===== config.mk =====
export PLATFORM = sky130hd
export DESIGN_NAME = dns_response_address_extractor_core
export DESIGN_NICKNAME = d
export VERILOG_FILES = /design/src/sv/dre_pkg.sv /design/src/sv/dre_parser.sv /design/src/sv/dre_out_reg.sv /design/src/sv/dns_response_address_extractor_core.sv
export SDC_FILE = /design/constraint.sdc
export NUM_CORES = 1
export LEC_CHECK = 0
export BUFFER_PORTS_ARGS = -buffer_cell sky130_fd_sc_hd__buf_2
export CAP_MARGIN = 40
export CORE_MARGIN = 10
export CORE_UTILIZATION = 30
export CTS_CLUSTER_DIAMETER = 100
export DETAILED_ROUTE_END_ITERATION = 12
export GPL_ROUTABILITY_DRIVEN = 0
export GPL_TIMING_DRIVEN = 0
export PLACE_DENSITY = 0.52
export SLEW_MARGIN = 10
export SYNTH_ARGS = -nofsm -noshare
export SYNTH_HDL_FRONTEND = slang
export SYNTH_SLANG_ARGS = --single-unit

===== constraint.sdc =====
create_clock -name clk -period 5.65 [get_ports clk]
set_input_delay 0.2825 -clock clk [delete_from_list [all_inputs] [get_ports clk]]
set_output_delay 0.2825 -clock clk [all_outputs]
set_load 0.05 [all_outputs]

===== src/sv/dre_pkg.sv =====
// Shared types and constants for the DNS response address extractor.
`timescale 1ns / 1ps

package dre_pkg;

  typedef enum logic [3:0] {
    PH_HEADER = 4'd0,
    PH_QLEN   = 4'd1,
    PH_QCHAR  = 4'd2,
    PH_QTAIL  = 4'd3,
    PH_RNAME  = 4'd4,
    PH_RLABEL = 4'd5,
    PH_RPTR   = 4'd6,
    PH_FIXED  = 4'd7,
    PH_RDATA  = 4'd8
  } phase_t;

  typedef enum logic [1:0] {
    KIND_CHAR     = 2'd0,
    KIND_NAME_END = 2'd1,
    KIND_ADDR     = 2'd2
  } kind_t;

  localparam logic [3:0]  HEADER_BYTES  = 4'd12;
  localparam logic [3:0]  QTAIL_BYTES   = 4'd4;
  localparam logic [3:0]  FIXED_BYTES   = 4'd10;
  localparam logic [3:0]  ADDR_BYTES    = 4'd4;
  localparam logic [7:0]  POINTER_MARK  = 8'hc0;
  localparam logic [15:0] TYPE_A        = 16'h0001;
  localparam logic [15:0] CLASS_IN      = 16'h0001;
  localparam logic [7:0]  DOT_CHAR      = 8'h2e;

  typedef struct packed {
    logic [7:0] data_byte;
    logic       end_of_packet;
  } in_t;

  typedef struct packed {
    logic [1:0]  item_kind;
    logic [31:0] item_value;
  } out_t;

  // parser result handed to the output register
  typedef struct packed {
    logic valid;
    out_t item;
  } result_t;

endpackage


===== src/sv/dre_parser.sv =====
// Byte-wise DNS response parser: phase registers and next-state logic.
`timescale 1ns / 1ps

module dre_parser (
  input  logic             clk,
  input  logic             rst,
  input  logic             advance,
  input  dre_pkg::in_t     in_item,
  output dre_pkg::result_t result
);
  import dre_pkg::*;

  phase_t      parse_phase, parse_phase_next;
  logic [3:0]  field_byte_count, field_byte_count_next;
  logic [7:0]  label_bytes_left, label_bytes_left_next;
  logic        first_label_flag, first_label_flag_next;
  logic [31:0] assembly_shift, assembly_shift_next;
  logic [15:0] record_type_value, record_type_value_next;
  logic [15:0] record_class_value, record_class_value_next;
  logic [15:0] rdata_bytes_left, rdata_bytes_left_next;
  logic [7:0]  b;

  assign b = in_item.data_byte;

  always_comb begin
    parse_phase_next        = parse_phase;
    field_byte_count_next   = field_byte_count;
    label_bytes_left_next   = label_bytes_left;
    first_label_flag_next   = first_label_flag;
    assembly_shift_next     = assembly_shift;
    record_type_value_next  = record_type_value;
    record_class_value_next = record_class_value;
    rdata_bytes_left_next   = rdata_bytes_left;
    result.valid            = 1'b0;
    result.item.item_kind   = KIND_CHAR;
    result.item.item_value  = {24'd0, b};

    case (parse_phase)
      PH_QLEN: begin
        if (b == 8'd0) begin
          result.valid           = 1'b1;
          result.item.item_kind  = KIND_NAME_END;
          result.item.item_value = 32'd0;
          parse_phase_next       = PH_QTAIL;
          field_byte_count_next  = 4'd0;
        end else begin
          // every label after the first is preceded by a dot
          result.valid           = !first_label_flag;
          result.item.item_value = {24'd0, DOT_CHAR};
          first_label_flag_next  = 1'b0;
          label_bytes_left_next  = b;
          parse_phase_next       = PH_QCHAR;
        end
      end
      PH_QCHAR: begin
        result.valid          = 1'b1;
        label_bytes_left_next = label_bytes_left - 8'd1;
        if (label_bytes_left_next == 8'd0) parse_phase_next = PH_QLEN;
      end
      PH_QTAIL: begin
        field_byte_count_next = field_byte_count + 4'd1;
        if (field_byte_count_next >= QTAIL_BYTES) begin
          parse_phase_next      = PH_RNAME;
          field_byte_count_next = 4'd0;
        end
      end
      PH_RNAME: begin
        if ((b & POINTER_MARK) == POINTER_MARK) begin
          parse_phase_next = PH_RPTR;
        end else if (b == 8'd0) begin
          parse_phase_next      = PH_FIXED;
          field_byte_count_next = 4'd0;
        end else begin
          label_bytes_left_next = b;
          parse_phase_next      = PH_RLABEL;
        end
      end
      PH_RLABEL: begin
        label_bytes_left_next = label_bytes_left - 8'd1;
        if (label_bytes_left_next == 8'd0) parse_phase_next = PH_RNAME;
      end
      PH_RPTR: begin
        parse_phase_next      = PH_FIXED;
        field_byte_count_next = 4'd0;
      end
      PH_FIXED: begin
        // type, class, TTL (dropped), rdlength
        if (field_byte_count < 4'd2)
          record_type_value_next = {record_type_value[7:0], b};
        else if (field_byte_count < 4'd4)
          record_class_value_next = {record_class_value[7:0], b};
        else if (field_byte_count >= 4'd8)
          rdata_bytes_left_next = {rdata_bytes_left[7:0], b};
        field_byte_count_next = field_byte_count + 4'd1;
        if (field_byte_count_next >= FIXED_BYTES) begin
          field_byte_count_next = 4'd0;
          assembly_shift_next   = 32'd0;
          if (rdata_bytes_left_next == 16'd0) parse_phase_next = PH_RNAME;
          else parse_phase_next = PH_RDATA;
        end
      end
      PH_RDATA: begin
        if (field_byte_count < ADDR_BYTES) begin
          assembly_shift_next   = {assembly_shift[23:0], b};
          field_byte_count_next = field_byte_count + 4'd1;
        end
        rdata_bytes_left_next = rdata_bytes_left - 16'd1;
        if (rdata_bytes_left_next == 16'd0) begin
          result.valid           = (record_type_value == TYPE_A) &&
                                   (record_class_value == CLASS_IN) &&
                                   (field_byte_count_next >= ADDR_BYTES);
          result.item.item_kind  = KIND_ADDR;
          result.item.item_value = assembly_shift_next;
          parse_phase_next       = PH_RNAME;
          field_byte_count_next  = 4'd0;
        end
      end
      default: begin
        // header and unused codes
        field_byte_count_next = field_byte_count + 4'd1;
        parse_phase_next      = PH_HEADER;
        if (field_byte_count_next >= HEADER_BYTES) begin
          parse_phase_next      = PH_QLEN;
          field_byte_count_next = 4'd0;
          first_label_flag_next = 1'b1;
        end
      end
    endcase
  end

  always_ff @(posedge clk) begin
    if (rst || (advance && in_item.end_of_packet)) begin
      parse_phase        <= PH_HEADER;
      field_byte_count   <= 4'd0;
      label_bytes_left   <= 8'd0;
      first_label_flag   <= 1'b1;
      assembly_shift     <= 32'd0;
      record_type_value  <= 16'd0;
      record_class_value <= 16'd0;
      rdata_bytes_left   <= 16'd0;
    end else if (advance) begin
      parse_phase        <= parse_phase_next;
      field_byte_count   <= field_byte_count_next;
      label_bytes_left   <= label_bytes_left_next;
      first_label_flag   <= first_label_flag_next;
      assembly_shift     <= assembly_shift_next;
      record_type_value  <= record_type_value_next;
      record_class_value <= record_class_value_next;
      rdata_bytes_left   <= rdata_bytes_left_next;
    end
  end

endmodule


===== src/sv/dre_out_reg.sv =====
// Output register holding one result until the receiver takes it.
`timescale 1ns / 1ps

module dre_out_reg (
  input  logic             clk,
  input  logic             rst,
  input  logic             load,
  input  dre_pkg::out_t    load_item,
  output logic             full_stalled,
  output logic             out_valid,
  input  logic             out_stall,
  output dre_pkg::out_t    out_data
);
  import dre_pkg::*;

  logic held, held_next;
  out_t item;

  // a new result may replace one leaving in the same cycle
  assign full_stalled = held && out_stall;
  assign held_next    = load || full_stalled;

  always_ff @(posedge clk) begin
    if (rst) begin
      held <= 1'b0;
    end else begin
      held <= held_next;
    end
  end

  always_ff @(posedge clk) begin
    if (load) begin
      item <= load_item;
    end
  end

  assign out_valid = held;
  assign out_data  = item;

endmodule


===== src/sv/dns_response_address_extractor_core.sv =====
// Top level of the DNS response address extractor.
// Input channel: one message byte per transfer, end_of_packet set on the last
//   byte. Output channel: name characters, an end-of-name marker and IPv4
//   addresses of type A / class IN records.
// The parser consumes one byte per cycle while in_stall is low; its state
//   registers and the output register are written at the accepting edge, so
//   a result appears on the output in the cycle after the byte causing it.
// Throughput is one byte per cycle while in_stall is low; the single output
//   register is the only buffer, and a new result may load in the cycle the
//   previous one transfers.
// When the output holds a result and the receiver stalls, in_stall goes high
//   (combinationally from out_stall) until that result transfers.
// Synchronous reset returns the parser to the header phase and empties the
//   output register; the byte flagged end_of_packet does the same for the
//   parser at its own accepting edge, while its result loads the output.
`timescale 1ns / 1ps

module dns_response_address_extractor_core (
  input  logic          clk,
  input  logic          rst,
  input  logic          in_valid,
  output logic          in_stall,
  input  dre_pkg::in_t  in_data,
  output logic          out_valid,
  input  logic          out_stall,
  output dre_pkg::out_t out_data
);
  import dre_pkg::*;

  logic    accept;
  logic    full_stalled;
  result_t result;

  assign in_stall = full_stalled;
  assign accept   = in_valid && !full_stalled;

  dre_parser u_parser (
    .clk     (clk),
    .rst     (rst),
    .advance (accept),
    .in_item (in_data),
    .result  (result)
  );

  dre_out_reg u_out_reg (
    .clk          (clk),
    .rst          (rst),
    .load         (accept && result.valid),
    .load_item    (result.item),
    .full_stalled (full_stalled),
    .out_valid    (out_valid),
    .out_stall    (out_stall),
    .out_data     (out_data)
  );

endmodule

==> out/metrics.csv <==
metric;value;unit
TritonCTS clock tree;done;
area grow syn2layout;19.7;%
top cell type's share of synthesized area;0.297;
nets;825;
CTS H-tree lvls;4;
fin area;7890;sq um
first-pass GRT wire length;31400;um
fin. max-slew vios;0;
Synth area leaders;dfxtp_1, edfxtp_1, nor2_1;
PwrDens;294;nW/um^2
Via Count;5911;
1st-pass router iterations;5;
internal power;1.79;mW
drt drc;0;
Post-synth EDFFs;34;
Congestion Overflow GR;0;
worst relative slew slack;0.466;
die height;168;um
# port buffers;44;
vias in the first global route;5582;
Starting DRT DRC Count;452;
FF+latch count, synth;132;
Sw Ratio;0.229;
run status;completed;
Final Hold Vio Count;0;
cts-stage hold buffer count;0;
CP arrival;3.73;ns
Achievable Freq;277;MHz
Unique masters post-synth;70;
cell taking the most area after synthesis;dfxtp_1;
GR Util All Layers;0.138;
crit end category;flip-flop;
Seq pwr share;0.418;
clk root buf;clkbuf_16;
syn nets;757;
average size of a mapped cell;8.94;sq um
min-delay worst type;in2reg;
maximum root-to-sink buffer count;2;
RSZ-0062 raised after global routing;no;
Diodes inserted;0;
initial antenna violation count;0;
Resize count post-CTS;0;
maximum VDD drop;0.000215;V
row cnt;54;
Clock Sinks;132;
DP HPWL;14000;um
Post-Syn Area;6600;sq um
drt wl/cell;18.1;um
Initial Utilization;0.303;
Die X;168;um
Clock Power Share;0.543;
Tightest Pin Transition;0.793;ns
sequential share of the synthesized area;0.452;
worst-skew pair later-pin latency;0.43;ns
Post-synth ARST share;0;
min cycle time layout;3.61;ns
Data required, critical path;5.77;ns
Main synth FF type;dfxtp_1;
Synth Warn #;0;
Worst Clk Skew;0.00892;ns
core area;21800;sq um
Finish-stage setup viols;0;
Clock Pin Slew Worst Setup and Hold Paths;0.07;ns
final WL;19900;um
CP Class;reg2reg;
Max Cap Viol;0;
total negative slack;0;ns
Post-DP Area;7230;sq um
cell leakage power;2.84;nW
CP Max Fanout;26;
Comb pwr share;0.039;
critical path startpoint category;flip-flop;
die area;28300;sq um
largest net degree at the start of global routing;27;
layout cells sized above 1;0.161;
post-synthesis cell count;738;
antenna viol nets, final;0;
CTS Buf Count;17;
Post-CTS Setup Inserts;0;
Tcrit/Tclk final;0.638;
routed vias/inst;5.38;
Psw;0.531;mW
Tot Pwr;2.32;mW
IO Count;49;
[synth_stat cells (8+ instances only)]
| master | number |
|---|---|
| dfxtp_1 | 98 |
| nor2_1 | 97 |
| nand2_1 | 80 |
| clkbuf_1 | 47 |
| a21oi_1 | 39 |
| edfxtp_1 | 34 |
| mux2i_1 | 34 |
| a22oi_1 | 33 |
| nor3_1 | 21 |
| o21ai_0 | 21 |
| a21oi_2 | 19 |
| inv_1 | 18 |
| nand3_1 | 16 |
| nor4_1 | 15 |
| a31oi_1 | 14 |
| nand4_1 | 8 |
| o221ai_1 | 8 |
[placed cells by master (no fill, tap or decap), types with 5 or more instances in the layout]
master and instances:
bufinv_16 5, edfxtp_1 34, a22oi_1 33, a21oi_2 19, nand3b_1 5, ha_1 6, nand3_1 16, nand4_1 8
clkbuf_1 47, or3_1 6, dfxtp_1 98, o21ai_0 21, clkbuf_16 17, o221ai_1 8, a21oi_1 38, nor4_1 15
nand2_1 80, a211oi_1 6, o21bai_1 5, nor2_1 97, buf_2 51, o22ai_1 5, nor3_1 21, mux2i_1 34
a31oi_1 14, a21o_1 5, o21a_1 6, inv_1 18, xnor2_1 7, o221a_2 7
[power groups by stage]
stage | combinational, mW | clock [mW] | sequential (mW)
after floorplan | 0.0551 | 0 | 0.992
after detailed placement | 0.0901 | 0 | 0.993
final | 0.0907 | 1.26 | 0.972
after CTS | 0.0904 | 1.28 | 0.972
after global routing | 0.100 | 1.32 | 0.972
after global placement | 0.0896 | 0 | 0.993
[cells by family (layout without fill, tap and decap cells)]
group,Yosys count,after routing,synth area share
fa+ha+maj,6,6,0.0114
xor+xnor,9,9,0.0120
simple gates,282,282,0.210
buf+inv,75,156,0.0463
flops,132,132,0.452
compound gates,199,199,0.214
mux,35,35,0.0533
[worst max-delay path: stages, from the launching register on]
cell and delay [ns]:
dfxtp_1 0.30, clkbuf_1 0.20, inv_1 0.13, ha_1 0.14, buf_2 0.19, or3b_1 0.43
nor4_1 0.30, a311oi_1 0.13, nor4_2 0.61, nand3_1 0.23, a21oi_4 0.39, buf_12 0.23
[worst paths after layout]
check / start / to / slack, ns / cells past startpoint
min reg2reg: u_parser.record_type_value[15]$_SDFFE_PP0P_ / u_parser.record_type_value[15]$_SDFFE_PP0P_ / 0.50 / 2
max: u_parser.rdata_bytes_left[1]$_SDFFE_PP0P_ / u_out_reg.out_data[30]$_DFFE_PP_ / 2.04 / 11
max reg2reg: u_parser.rdata_bytes_left[1]$_SDFFE_PP0P_ / u_out_reg.out_data[30]$_DFFE_PP_ / 2.04 / 11
min: rst / u_out_reg.out_valid$_SDFF_PP0_ / 0.24 / 2
[per-layer routing]
layer  share of wire  vias to the layer above  global-route usage
met1            0.49                     2827               0.195
met3           0.062                       28              0.0291
met4           0.018                        0              0.0484
li1                -                     2866                   -
met5               0                        -                   0
met2            0.43                      190               0.201
[through the flow]
stage                     instances  worst slack [ns]  hold WS [ns]   util
after floorplan                 738              1.36         0.426      -
after global placement         1062             0.186         0.479  0.329
after detailed placement       1067              2.05         0.487  0.332
after CTS                      1099              2.02         0.226  0.363
after global routing           1099              1.75         0.255  0.363
final                          1099              2.04         0.241  0.363
[area by class of cell]
type	instances	area, sq um
Clock buffer	17	425
Inverter	19	71.3
Timing Repair Buffer	49	270
Multi-Input combinational cell	531	3320
Tap cell	280	350
Clock inverter	15	241
Sequential cell	132	2980
Fill cell	2291	13900
Buffer	56	234
[flip-flops by register name (all words and copies together) (netlist names), 4 cells and up]
| register | count |
|---|---|
| u_parser.label_bytes_left | 8 |
| u_parser.rdata_bytes_left | 16 |
| u_parser.record_class_value | 16 |
| u_out_reg.out_data | 34 |
| u_parser.field_byte_count | 4 |
| u_parser.assembly_shift | 32 |
| u_parser.parse_phase | 4 |
| u_parser.record_type_value | 16 |
Power figures use the tool's default switching activity.
